`src/hdl/battery_level_hysteresis_monitor_unit_macros.svh`:
```
// Assertion macros for the battery level hysteresis monitor.
// Included by RTL files that carry concurrent assertions; no other dependencies.
`ifndef BATTERY_LEVEL_HYSTERESIS_MONITOR_UNIT_MACROS_SVH
`define BATTERY_LEVEL_HYSTERESIS_MONITOR_UNIT_MACROS_SVH

// Condition that must hold at every clock edge outside reset.
`define BLHM_ASSERT_ALWAYS(lbl, expr, msg) \
   lbl: assert property (@(posedge clock) disable iff (reset) (expr)) else $error(msg);

// Antecedent in one cycle implies the consequent in the next cycle.
`define BLHM_ASSERT_NEXT(lbl, ante, cons, msg) \
   lbl: assert property (@(posedge clock) disable iff (reset) (ante) |=> (cons)) else $error(msg);

`endif

```
`src/hdl/blhm_pkg.sv`:
```
// Package for the battery level hysteresis monitor: widths, reset values and register indexes.
// No dependencies.
`timescale 1ns / 1ps
`default_nettype none

package blhm_pkg;

   localparam int ADC_BITS_DEFAULT = 10;
   localparam int TIMER_W = 16;
   localparam int LEVEL_W = 4;
   localparam int LEVEL_COUNT = 8;
   localparam int CSR_ADDR_W = 6;
   localparam int CSR_DATA_W = 64;
   localparam int RSP_DATA_W = 16;

   localparam logic [TIMER_W-1:0] PERIOD_RESET = 16'd100;
   localparam logic [LEVEL_W-1:0] TOP_LEVEL = 4'd8;

   typedef enum logic [2:0] {
      REG_THR_LOW  = 3'd0,
      REG_THR_HIGH = 3'd1,
      REG_HYS_LOW  = 3'd2,
      REG_HYS_HIGH = 3'd3,
      REG_PERIOD   = 3'd4
   } csr_reg_type;

endpackage

`default_nettype wire

```
`src/hdl/blhm_csr.sv`:
```
// Configuration register file of the battery level hysteresis monitor (APB-style port).
// Depends on blhm_pkg.
`timescale 1ns / 1ps
`default_nettype none

module blhm_csr #(
   parameter int ADC_BITS = blhm_pkg::ADC_BITS_DEFAULT
) (
   input  wire logic                                clock,
   input  wire logic                                reset,
   input  wire logic                                csr_psel,
   input  wire logic                                csr_penable,
   input  wire logic                                csr_pwrite,
   input  wire logic [blhm_pkg::CSR_ADDR_W-1:0]     csr_paddr,
   input  wire logic [blhm_pkg::CSR_DATA_W-1:0]     csr_pwdata,
   output logic      [blhm_pkg::CSR_DATA_W-1:0]     csr_prdata,
   output logic                                     csr_pready,
   output logic      [8*ADC_BITS-1:0]               thresholds,
   output logic      [8*ADC_BITS-1:0]               hysteresis,
   output logic      [blhm_pkg::TIMER_W-1:0]        period
);

   localparam int HALF_W = 4 * ADC_BITS;

   logic [HALF_W-1:0]              thr_low_ff, thr_high_ff, hys_low_ff, hys_high_ff;
   logic [blhm_pkg::TIMER_W-1:0]   period_ff;
   logic                           write_en;
   logic [2:0]                     reg_index;

   assign csr_pready = 1'b1;
   assign write_en   = csr_psel && csr_penable && csr_pwrite && csr_pready;
   assign reg_index  = csr_paddr[5:3];

   always_ff @(posedge clock) begin
      if (reset) begin
         thr_low_ff  <= '0;
         thr_high_ff <= '0;
         hys_low_ff  <= '0;
         hys_high_ff <= '0;
         period_ff   <= blhm_pkg::PERIOD_RESET;
      end else if (write_en) begin
         case (reg_index)
            blhm_pkg::REG_THR_LOW:  thr_low_ff  <= csr_pwdata[HALF_W-1:0];
            blhm_pkg::REG_THR_HIGH: thr_high_ff <= csr_pwdata[HALF_W-1:0];
            blhm_pkg::REG_HYS_LOW:  hys_low_ff  <= csr_pwdata[HALF_W-1:0];
            blhm_pkg::REG_HYS_HIGH: hys_high_ff <= csr_pwdata[HALF_W-1:0];
            blhm_pkg::REG_PERIOD:   period_ff   <= csr_pwdata[blhm_pkg::TIMER_W-1:0];
            default: ;
         endcase
      end
   end

   always_comb begin
      case (reg_index)
         blhm_pkg::REG_THR_LOW:  csr_prdata = blhm_pkg::CSR_DATA_W'(thr_low_ff);
         blhm_pkg::REG_THR_HIGH: csr_prdata = blhm_pkg::CSR_DATA_W'(thr_high_ff);
         blhm_pkg::REG_HYS_LOW:  csr_prdata = blhm_pkg::CSR_DATA_W'(hys_low_ff);
         blhm_pkg::REG_HYS_HIGH: csr_prdata = blhm_pkg::CSR_DATA_W'(hys_high_ff);
         blhm_pkg::REG_PERIOD:   csr_prdata = blhm_pkg::CSR_DATA_W'(period_ff);
         default:                csr_prdata = '0;
      endcase
   end

   assign thresholds = {thr_high_ff, thr_low_ff};
   assign hysteresis = {hys_high_ff, hys_low_ff};
   assign period     = period_ff;

endmodule

`default_nettype wire

```
`src/hdl/blhm_level_update.sv`:
```
// Next-level logic for one channel: band exit test with hysteresis and requantization.
// Depends on blhm_pkg.
`timescale 1ns / 1ps
`default_nettype none

module blhm_level_update #(
   parameter int ADC_BITS = blhm_pkg::ADC_BITS_DEFAULT
) (
   input  wire logic [blhm_pkg::LEVEL_W-1:0] level,
   input  wire logic [ADC_BITS-1:0]          reading,
   input  wire logic [8*ADC_BITS-1:0]        thresholds,
   input  wire logic [8*ADC_BITS-1:0]        hysteresis,
   output logic      [blhm_pkg::LEVEL_W-1:0] next_level
);

   logic [2:0]                         upper_idx, lower_idx;
   logic [ADC_BITS-1:0]                thr_up, hys_up, thr_dn, hys_dn, low_bound;
   logic [ADC_BITS:0]                  high_bound;
   logic                               exit_up, exit_dn;
   logic [blhm_pkg::LEVEL_W-1:0]       quant;

   assign upper_idx  = level[2:0];
   assign lower_idx  = 3'(level - 4'd1);
   assign thr_up     = thresholds[upper_idx*ADC_BITS +: ADC_BITS];
   assign hys_up     = hysteresis[upper_idx*ADC_BITS +: ADC_BITS];
   assign thr_dn     = thresholds[lower_idx*ADC_BITS +: ADC_BITS];
   assign hys_dn     = hysteresis[lower_idx*ADC_BITS +: ADC_BITS];
   assign high_bound = {1'b0, thr_up} + {1'b0, hys_up};
   assign low_bound  = (thr_dn > hys_dn) ? (thr_dn - hys_dn) : '0;
   assign exit_up    = (level < blhm_pkg::TOP_LEVEL) && ({1'b0, reading} > high_bound);
   assign exit_dn    = (level != '0) && (reading < low_bound);

   // The highest level whose threshold lies below the reading wins.
   always_comb begin
      quant = '0;
      for (int k = 1; k <= blhm_pkg::LEVEL_COUNT; k++) begin
         if (reading > thresholds[(k-1)*ADC_BITS +: ADC_BITS]) begin
            quant = blhm_pkg::LEVEL_W'(k);
         end
      end
   end

   assign next_level = (exit_up || exit_dn) ? quant : level;

endmodule

`default_nettype wire

```
`src/hdl/battery_level_hysteresis_monitor_unit.sv`:
```
// Top level of the battery level hysteresis monitor: input register, update timer, level state
// and result register. Depends on blhm_pkg, blhm_csr, blhm_level_update and the macros header.
`timescale 1ns / 1ps
`default_nettype none

// The monitor takes one tick transaction per clock cycle while req_tready is high and returns
// exactly one result transaction per tick. Each tick is latched in an input register, then the
// countdown timer and both channel levels are updated by combinational compare logic and
// written to the result register; the next tick already sees the new state, so ticks may
// arrive back to back. Stalls on the result side hold the result and, once the input register
// is also full, lower req_tready. Thresholds, hysteresis and the update period are written
// through the csr_ port; the user must write them only while idle, as the block does not enforce it.
module battery_level_hysteresis_monitor_unit #(
   parameter int ADC_BITS = blhm_pkg::ADC_BITS_DEFAULT
) (
   input  wire logic                                clock,
   input  wire logic                                reset,
   input  wire logic                                req_tvalid,
   output logic                                     req_tready,
   // elapsed_ms, charger_reading, battery_reading (from bit 0 up), zero filled to bytes.
   input  wire logic [((blhm_pkg::TIMER_W + 2*ADC_BITS + 7) / 8) * 8 - 1:0] req_tdata,
   output logic                                     rsp_tvalid,
   input  wire logic                                rsp_tready,
   // charger_level, battery_level, is_charging, levels_updated (from bit 0 up), zero filled.
   output logic      [blhm_pkg::RSP_DATA_W-1:0]     rsp_tdata,
   input  wire logic                                csr_psel,
   input  wire logic                                csr_penable,
   input  wire logic                                csr_pwrite,
   input  wire logic [blhm_pkg::CSR_ADDR_W-1:0]     csr_paddr,
   input  wire logic [blhm_pkg::CSR_DATA_W-1:0]     csr_pwdata,
   output logic      [blhm_pkg::CSR_DATA_W-1:0]     csr_prdata,
   output logic                                     csr_pready
);

`include "battery_level_hysteresis_monitor_unit_macros.svh"

   localparam int TW = blhm_pkg::TIMER_W;
   localparam int LW = blhm_pkg::LEVEL_W;

   logic [8*ADC_BITS-1:0]  thresholds, hysteresis;
   logic [TW-1:0]          period;

   logic                   in_valid_ff, in_valid_in;
   logic [TW-1:0]          in_elapsed_ff;
   logic [ADC_BITS-1:0]    in_charger_ff, in_battery_ff;

   logic [TW-1:0]          countdown_ff, countdown_in, remaining;
   logic [LW-1:0]          charger_ff, charger_in, battery_ff, battery_in;
   logic [LW-1:0]          charger_next, battery_next;
   logic                   charging_ff, charging_in;
   logic                   do_update, advance, accept;

   logic                   rsp_valid_ff, rsp_valid_in;
   logic [blhm_pkg::RSP_DATA_W-1:0] rsp_data_ff, rsp_data_in;

   blhm_csr #(.ADC_BITS(ADC_BITS)) u_csr (
      .clock       (clock),
      .reset       (reset),
      .csr_psel    (csr_psel),
      .csr_penable (csr_penable),
      .csr_pwrite  (csr_pwrite),
      .csr_paddr   (csr_paddr),
      .csr_pwdata  (csr_pwdata),
      .csr_prdata  (csr_prdata),
      .csr_pready  (csr_pready),
      .thresholds  (thresholds),
      .hysteresis  (hysteresis),
      .period      (period)
   );

   blhm_level_update #(.ADC_BITS(ADC_BITS)) u_charger (
      .level      (charger_ff),
      .reading    (in_charger_ff),
      .thresholds (thresholds),
      .hysteresis (hysteresis),
      .next_level (charger_next)
   );

   blhm_level_update #(.ADC_BITS(ADC_BITS)) u_battery (
      .level      (battery_ff),
      .reading    (in_battery_ff),
      .thresholds (thresholds),
      .hysteresis (hysteresis),
      .next_level (battery_next)
   );

   assign advance    = in_valid_ff && (!rsp_valid_ff || rsp_tready);
   assign req_tready = !in_valid_ff || !rsp_valid_ff || rsp_tready;
   assign accept     = req_tvalid && req_tready;
   assign in_valid_in = accept || (in_valid_ff && !advance);

   assign remaining    = (countdown_ff > in_elapsed_ff) ? (countdown_ff - in_elapsed_ff) : '0;
   assign do_update    = (remaining == '0);
   assign countdown_in = do_update ? period : remaining;
   assign charger_in   = do_update ? charger_next : charger_ff;
   assign battery_in   = do_update ? battery_next : battery_ff;
   assign charging_in  = do_update ? ((charger_next >= battery_next) && (charger_next != '0))
                                   : charging_ff;

   assign rsp_data_in  = blhm_pkg::RSP_DATA_W'({do_update, charging_in, battery_in, charger_in});
   assign rsp_valid_in = advance || (rsp_valid_ff && !rsp_tready);

   always_ff @(posedge clock) begin
      if (reset) begin
         in_valid_ff  <= 1'b0;
         rsp_valid_ff <= 1'b0;
         countdown_ff <= blhm_pkg::PERIOD_RESET;
         charger_ff   <= '0;
         battery_ff   <= '0;
         charging_ff  <= 1'b0;
      end else begin
         in_valid_ff  <= in_valid_in;
         rsp_valid_ff <= rsp_valid_in;
         if (advance) begin
            countdown_ff <= countdown_in;
            charger_ff   <= charger_in;
            battery_ff   <= battery_in;
            charging_ff  <= charging_in;
         end
      end
   end

   always_ff @(posedge clock) begin
      if (accept) begin
         in_elapsed_ff <= req_tdata[TW-1:0];
         in_charger_ff <= req_tdata[TW +: ADC_BITS];
         in_battery_ff <= req_tdata[TW+ADC_BITS +: ADC_BITS];
      end
      if (advance) begin
         rsp_data_ff <= rsp_data_in;
      end
   end

   assign rsp_tvalid = rsp_valid_ff;
   assign rsp_tdata  = rsp_data_ff;

   `BLHM_ASSERT_ALWAYS(a_level_range, (charger_ff <= blhm_pkg::TOP_LEVEL) && (battery_ff <= blhm_pkg::TOP_LEVEL), "level out of range")
   `BLHM_ASSERT_ALWAYS(a_charging_consistent, charging_ff == ((charger_ff >= battery_ff) && (charger_ff != '0)), "charging flag disagrees with levels")
   `BLHM_ASSERT_NEXT(a_hold_without_update, advance && !do_update, $stable(charger_ff) && $stable(battery_ff) && (countdown_ff != '0), "levels moved without an update")
   `BLHM_ASSERT_NEXT(a_result_held, rsp_valid_ff && !rsp_tready, rsp_valid_ff && $stable(rsp_data_ff), "stalled result changed")

endmodule

`default_nettype wire

```
`config.mk`:
```
export PLATFORM = sky130hd
export DESIGN_NAME = battery_level_hysteresis_monitor_unit
export DESIGN_NICKNAME = d
export VERILOG_FILES = /design/src/hdl/blhm_pkg.sv /design/src/hdl/blhm_csr.sv /design/src/hdl/blhm_level_update.sv /design/src/hdl/battery_level_hysteresis_monitor_unit.sv
export VERILOG_INCLUDE_DIRS = /design/src /design/src/hdl
export SDC_FILE = /design/constraint.sdc
export NUM_CORES = 1
export LEC_CHECK = 0
export ABC_AREA = 1
export BUFFER_PORTS_ARGS = -buffer_cell sky130_fd_sc_hd__buf_2
export CAP_MARGIN = 10
export CELL_PAD_IN_SITES_DETAIL_PLACEMENT = 1
export CELL_PAD_IN_SITES_GLOBAL_PLACEMENT = 1
export CORE_MARGIN = 2
export CORE_UTILIZATION = 44
export DETAILED_ROUTE_END_ITERATION = 8
export PLACE_DENSITY_LB_ADDON = 0.2
export SYNTH_ARGS = -nofsm -noshare
export SYNTH_HDL_FRONTEND = slang
export SYNTH_SLANG_ARGS = --single-unit
```
`constraint.sdc`:
```
create_clock -name clock -period 7.8 [get_ports clock]
set_clock_uncertainty 0.1 [all_clocks]
set_input_delay 0.39 -clock clock [delete_from_list [all_inputs] [get_ports clock]]
set_output_delay 0.39 -clock clock [all_outputs]
set_load 0.02 [all_outputs]
```
==> results of run 1 <==
-- through the flow --
step                instances  power, mW  hold slack (ns)
floorplan                3367       3.55            0.344
global placement         3991       4.36            0.353
detailed placement       3991       4.50            0.365
CTS                      4089       6.09           0.0211
global route             4089       6.54           0.0452
finish                   4092       6.19           0.0267
-- flip-flops by register name (all words and copies together) (netlist names) --
signal	flops
battery_ff	4
u_csr.hys_high_ff	40
u_csr.hys_low_ff	40
rsp_tvalid	1
rsp_tdata	10
in_elapsed_ff	16
charger_ff	4
u_csr.period	16
in_valid_ff	1
in_charger_ff	10
countdown_ff	16
in_battery_ff	10
u_csr.thr_low_ff	40
u_csr.thr_high_ff	40
charging_ff	1
-- logic make-up after synthesis --
logic type	Yosys count	share of synthesized area, %
XOR/XNOR	24	0.946
AO/OA/AOI/OAI	1366	33.0
flip-flops	249	24.5
AND/OR/NAND/NOR	879	16.3
buffers and inverters	551	9.96
other	2	0.0338
adder cells (fa/ha/maj)	267	15.2
-- layer usage --
metal,vias to the layer above,global-route usage [%]
li1,11800,-
met1,13000,56.1
met2,1431,65.4
met3,349,8.77
met4,0,27.7
met5,-,0
-- power by group through the flow --
stage               logic [mW]  registers, mW  clock network, mW
global route              3.46           1.45               1.63
finish                    3.17           1.45               1.58
CTS                       3.07           1.45               1.57
detailed placement        3.03           1.47                  0
floorplan                 2.08           1.46                  0
global placement          2.89           1.47                  0
-- layout by cell type, fill, tap and decap left out, types with 25 or more instances in the layout --
master / instances
a21oi_1: 586
buf_4: 45
conb_1: 31
dlygate4sd3_1: 36
buf_2: 137
nor2_1: 215
nand3_1: 116
edfxtp_1: 46
a31oi_1: 70
clkbuf_16: 35
inv_1: 305
o22ai_1: 27
o21ai_0: 561
ha_1: 262
dfxtp_1: 201
a221oi_1: 54
nand4_1: 25
nand2_1: 480
-- synthesized netlist by cell type, drive strengths merged (9+ instances only) --
cell and instances:
inv 310, nand3 118, o21a 10, a21o 9
clkinv 9, dfxtp 203, a31oi 70, o22ai 27
nand4 26, nand2 488, buf 59, a21oi 587
clkbuf 173, edfxtp 46, o211ai 12, xnor2 10
o21ai 570, nor2 218, ha 262, xor2 14
a221oi 54, nor3 15
-- critical path: cells and delay by family (launching register included) --
family,cells,cell delay [ns]
DFF,1,0.34
and+or+nand+nor,17,2.15
adders and majority gates,4,1.52
buffers and inverters,6,1.03
AOI/OAI and AO/OA,11,1.77
-- worst max path at each step --
stage | end | slack (ns) | cells past startpoint
4_1_cts | charging_ff | 0.77 | 40
5_1_grt | charging_ff | 0.10 | 39
6_report | rsp_tdata[8] | 0.62 | 38
3_5_place_dp | rsp_tdata[8] | 0.80 | 37
2_1_floorplan | rsp_tdata[8] | 1.71 | 42
3_3_place_gp | charging_ff | 1.06 | 42
-- area by class of cell --
cell class / instances / share of cell area (%)
clock buffers: 53 / 4.14
diodes: 3 / 0.0304
well taps: 672 / 3.40
clock inverters: 9 / 0.283
flip-flops and latches: 249 / 22.1
inverters: 319 / 4.87
repair buffers: 220 / 5.76
multi-input cells: 2567 / 59.4
-- timing repair --
item / 4_1_cts / 5_1_grt
buffers inserted: 0 / 0
hold buffers: 36 / 0
endpoints found under the hold margin: 36 / 0
gates resized for setup: 0 / 0
==> impl_metrics.csv, run 1 <==
group,metric,value,unit
critical_path,cp_max_fo,34,
pwr,pwr-share-seq,23.4,%
clock_network,clock_latency,0.57,ns
logic_synthesis,syn_inst,3338,
pwr,cellPowerDensity,250,nW/um^2
critical_path,critPathLaunchType,"flop",
detailed_routing,routed_wl,117000,um
clock_network,clock_path_buffers,3,
final_layout,layout-drive-gt1-share,8.05,%
floorplanning,die_w,229,um
sta,slew_headroom,17.0,%
critical_path,cp_common_cell,"nand2_1",
detailed_routing,ant_nets,0,
final_layout,finalInstanceArea,24700,um^2
global_route,antenna_found_initial,4,
logic_synthesis,synthDistinctLibCells,54,
critical_path,critPathRequiredTime,8.01,ns
sta,drv_slew,0,
logic_synthesis,yosysWarnings,0,
sta,finalSetupViolations,0,
clock_network,cts_tree,"built",
detailed_routing,drt-pass1-iter-count,5,
critical_path,end_kind,"flop",
placed_design,gp_congestion,1.01,
hold_path,whs_path_depth,3,
logic_synthesis,synth_edf_count,46,
placed_design,dp_slack,0.801,ns
pwr,combPwrFrac,51.1,%
sta,max_freq,139,MHz
clock_network,clk_pin_slew,0.06,ns
pwr,p_clk_share,25.5,%
logic_synthesis,synthTopCellsByArea,"dfxtp_1 (18%), ha_1 (15%), a21oi_1 (13%), o21ai_0 (13%), nand2_1 (8.1%)",
floorplanning,initial_utilization,44.5,%
placed_design,place_area,23300,um^2
critical_path,rrSetupSlack,0.62,ns
critical_path,reg2reg_depth,38,
clock_network,h-tree-depth,2,
final_layout,ff_latch_area,5450,um^2
global_route,grt.total_usage,43.3,%
clock_network,numCtsBuffers,34,
status,status,"completed",
floorplanning,fp.coreArea,50000,um^2
critical_path,cpMaxStageDelayCell,"ha_1",
hold_path,hp-start,"csr_pwdata[36]",
detailed_routing,wl_met1,46900,um
detailed_routing,via_count,26500,
detailed_routing,drc_errors,0,
floorplanning,placementRows,82,
logic_synthesis,avgSynthCellArea,6.66,um^2
logic_synthesis,synth_seq_area_share,24.5,%
critical_path,cpPeakStageDelay,0.45,ns
final_layout,final_util,49.5,%
global_route,grt_max_degree,181,
pwr,ir_drop,0.173,mV
global_route,grt_pass1_wl,169000,um
floorplanning,die_h,229,um
placed_design,io_buffer_count,137,
critical_path,r2r-start,"battery_ff[1]",
sta,worst_slack,0.615,ns
clock_network,cts.sinks,249,
pwr,p_leak,10.4,nW
sta,setup_tns,0,ns
final_layout,num-nets-final,3775,
global_route,first_global_vias,25900,
sta,rsz0062_at_grt,"no",
logic_synthesis,synth.top_cell.area_share,18.3,%
logic_synthesis,synth_ff_type,"dfxtp_1",
clock_network,cts_root_buffer,"clkbuf_16",
floorplanning,dieArea,52300,um^2
detailed_routing,wl_met2,49400,um
placed_design,dp_hpwl,84900,um
critical_path,worstPathArrival,7.40,ns
final_layout,multi_input_area,14700,um^2
sta,hold_violations,0,
sta,tightest_slew,1.24,ns
logic_synthesis,synth.largest_area_cell,"dfxtp_1",
detailed_routing,drt-vias-per-instance,6.48,
final_layout,fill_cells,6639,
detailed_routing,drt_iter0_markers,2765,
pwr,p_switching,2.90,mW
detailed_routing,avgRoutedWirePerCell,28.5,um
global_route,overflow,0,
logic_synthesis,ys_ff_latch,249,
job,cap_violations,0,
pwr,intPower,3.29,mW
hold_path,hold_path_end,"u_csr.hys_high_ff[36]",
critical_path,crit_type,"reg2reg",
floorplanning,io_pins,200,
detailed_routing,top_layer,"met4",
final_layout,syn2layout_area_growth,11.2,%
pwr,p_sw_share,46.9,%
sta,min_period,7.18,ns
logic_synthesis,ys_async_sr_fraction,0,%
sta,min_period_over_period,92.1,%
logic_synthesis,synth_area,22200,um^2
detailed_routing,wl_met3,11600,um
critical_path,r2r-end,"rsp_tdata[8]",
critical_path,crit_start,"battery_ff[1]",
hold_path,hp-class,"in2reg",
No activity file was read; power rests on OpenSTA's default activity.
==> inputs of run 2 (changes only) <==
ABC_AREA = 0   (was 1)
CORE_UTILIZATION = 48   (was 44)
==> run 2 against run 1 <==
Against the previous run: cell area rose by 1.8%; sequential share of layout area decreased by 0.38 points; power shrank 40%; critical path depth is 6 lower; die area is 7.8% lower; via count fell by 19%; clock-buffer cell count shrank 6; global-route usage down 3.8 points; synthesized cell count down 27%; clock power decreased by 6%; synthesized area grew 0.47%; setup slack worse by 0.11 ns; highest routed layer is now met5.
==> impl_metrics.csv, run 2 <==
group,metric,value,unit
status,status,"completed",
clock_network,h-tree-depth,1,
logic_synthesis,synthTopCellsByArea,"mux4_2 (19%), dfxtp_1 (18%), ha_1 (15%), nand2_1 (7.8%), edfxtp_1 (6.2%)",
detailed_routing,routed_wl,95900,um
critical_path,cpMaxStageDelayCell,"mux4_2",
critical_path,rrSetupSlack,0.50,ns
global_route,antenna_found_initial,1,
critical_path,cpPeakStageDelay,0.51,ns
global_route,grt_pass1_wl,141000,um
sta,hold_violations,0,
sta,setup_tns,0,ns
detailed_routing,drt_iter0_markers,2068,
clock_network,cts_root_buffer,"clkbuf_16",
pwr,cellPowerDensity,149,nW/um^2
critical_path,critPathRequiredTime,8.03,ns
final_layout,syn2layout_area_growth,12.7,%
floorplanning,placementRows,79,
critical_path,end_kind,"flop",
job,cap_violations,0,
detailed_routing,drt-pass1-iter-count,5,
placed_design,dp_hpwl,70600,um
clock_network,clock_path_buffers,3,
sta,max_freq,137,MHz
logic_synthesis,avgSynthCellArea,9.12,um^2
final_layout,layout_commonest_cell,"nand2_1",
final_layout,num-nets-final,2969,
logic_synthesis,synth_seq_area_share,24.4,%
critical_path,crit_type,"reg2reg",
critical_path,worstPathArrival,7.52,ns
floorplanning,die_w,220,um
detailed_routing,drc_errors,0,
sta,finalSetupViolations,0,
hold_path,hp-start,"csr_pwdata[33]",
floorplanning,die_h,220,um
critical_path,crit_start,"charger_ff[0]",
final_layout,layout_common_cells,"nand2_1 (462), a21oi_1 (273), ha_1 (260)",
hold_path,whs_path_depth,3,
logic_synthesis,synthDistinctLibCells,81,
detailed_routing,drt-vias-per-instance,6.71,
logic_synthesis,ys_ff_latch,249,
floorplanning,fp.coreArea,46300,um^2
placed_design,dp_slack,0.451,ns
logic_synthesis,synth_ff_type,"dfxtp_1",
clock_network,clock_latency,0.61,ns
placed_design,io_buffer_count,137,
sta,min_period_over_period,93.6,%
logic_synthesis,synth_area,22300,um^2
logic_synthesis,synth.top_cell.area_share,18.7,%
logic_synthesis,yosysMostFrequentCell,"nand2_1",
global_route,first_global_vias,22000,
clock_network,cts_tree,"built",
sta,slew_headroom,5.83,%
sta,tightest_slew,1.39,ns
logic_synthesis,synth_edf_count,46,
critical_path,r2r-end,"rsp_tdata[8]",
sta,rsz0062_at_grt,"no",
sta,worst_slack,0.503,ns
final_layout,n_antenna_cell,0,
floorplanning,io_pins,200,
floorplanning,initial_utilization,48.3,%
placed_design,gp_congestion,0.961,
detailed_routing,avgRoutedWirePerCell,29.8,um
sta,min_period,7.30,ns
clock_network,clk_pin_slew,0.06,ns
critical_path,critPathLaunchType,"flop",
final_layout,fill_cells,5339,
pwr,p_leak,9.47,nW
detailed_routing,ant_nets,0,
detailed_routing,via_count,21600,
pwr,ir_drop,0.197,mV
logic_synthesis,yosysWarnings,0,
sta,drv_slew,0,
clock_network,numCtsBuffers,31,
global_route,overflow,0,
global_route,grt_max_degree,106,
final_layout,layout-drive-gt1-share,18.9,%
logic_synthesis,synth.largest_area_cell,"mux4_2",
critical_path,cp_max_fo,10,
global_route,grt.total_usage,39.5,%
logic_synthesis,ys_async_sr_fraction,0,%
critical_path,r2r-start,"charger_ff[0]",
logic_synthesis,syn_inst,2449,
critical_path,reg2reg_depth,32,
pwr,total_power,3.74,mW
hold_path,hp-class,"in2reg",
floorplanning,dieArea,48300,um^2
logic_synthesis,synth_common_cells,"nand2_1 (462), a21oi_1 (273), ha_1 (262)",
clock_network,cts.sinks,249,
critical_path,cp-endpoint,"rsp_tdata[8]",
run 2: final cells by class:
cell class | count | area [um^2] | share of cell area, %
clock inverter | 7 | 96.3 | 0.383
clock buffer | 47 | 916 | 3.64
multi-input combinational | 1914 | 15700 | 62.5
timing repair buffer | 237 | 1630 | 6.47
inverter | 152 | 578 | 2.30
tap | 607 | 759 | 3.02
sequential | 249 | 5460 | 21.7
run 2: through the flow:
stage,cells,hold slack (ns),util [%],instance area (um^2)
finish,3213,0.0153,54.4,25200
global route,3213,0.00578,54.4,25200
CTS,3211,0.00111,54.3,25100
detailed placement,3098,0.366,50.8,23500
global placement,3098,0.359,50.8,23500
floorplan,2478,0.343,-,22400
run 2: logic make-up after synthesis:
kind of cell	after synthesis	share of synthesized area, %
xor+xnor	33	1.29
mux	264	22.5
buf+inv	315	5.97
simple gates	754	15.0
fa+ha+maj	267	15.1
flops	249	24.4
other cells	2	0.0336
compound gates	565	15.8
run 2: repair_timing:
| item | 4_1_cts | 5_1_grt |
|---|---|---|
| setup buffers | 0 | 2 |
| hold endpoints to repair | 105 | 0 |
| endpoints found under the setup margin | 0 | 2 |
| resized for setup | 0 | 8 |
| hold buffers | 59 | 0 |
run 2: worst min path at each step:
stage	to	slack, ns
after floorplan	countdown_ff[6]	0.34
after global placement	u_csr.thr_low_ff[9]	0.36
after detailed placement	u_csr.thr_low_ff[9]	0.37
after CTS	u_csr.hys_high_ff[14]	0.001
after global routing	u_csr.thr_high_ff[10]	0.006
final	u_csr.hys_low_ff[33]	0.02
run 2: routing by layer:
metal / share of wire (%) / global-route usage, %
met3: 10 / 7.32
met1: 38 / 50.6
met2: 45 / 62.4
met4: 6.9 / 23.1
met5: 0.011 / 0
run 2: power by group:
part,switching (mW),internal [mW]
logic,0.513,0.341
clock network,0.608,0.868
registers,0.0621,1.35
total,1.18,2.56
run 2: worst max-delay path: cells and delay by family, from the launching register on:
family,cells,cell delay [ns]
muxes,2,0.78
and+or+nand+nor,8,1.06
AOI/OAI and AO/OA,14,2.62
buffers and inverters,4,0.70
DFF,1,0.36
adders and majority gates,4,1.40
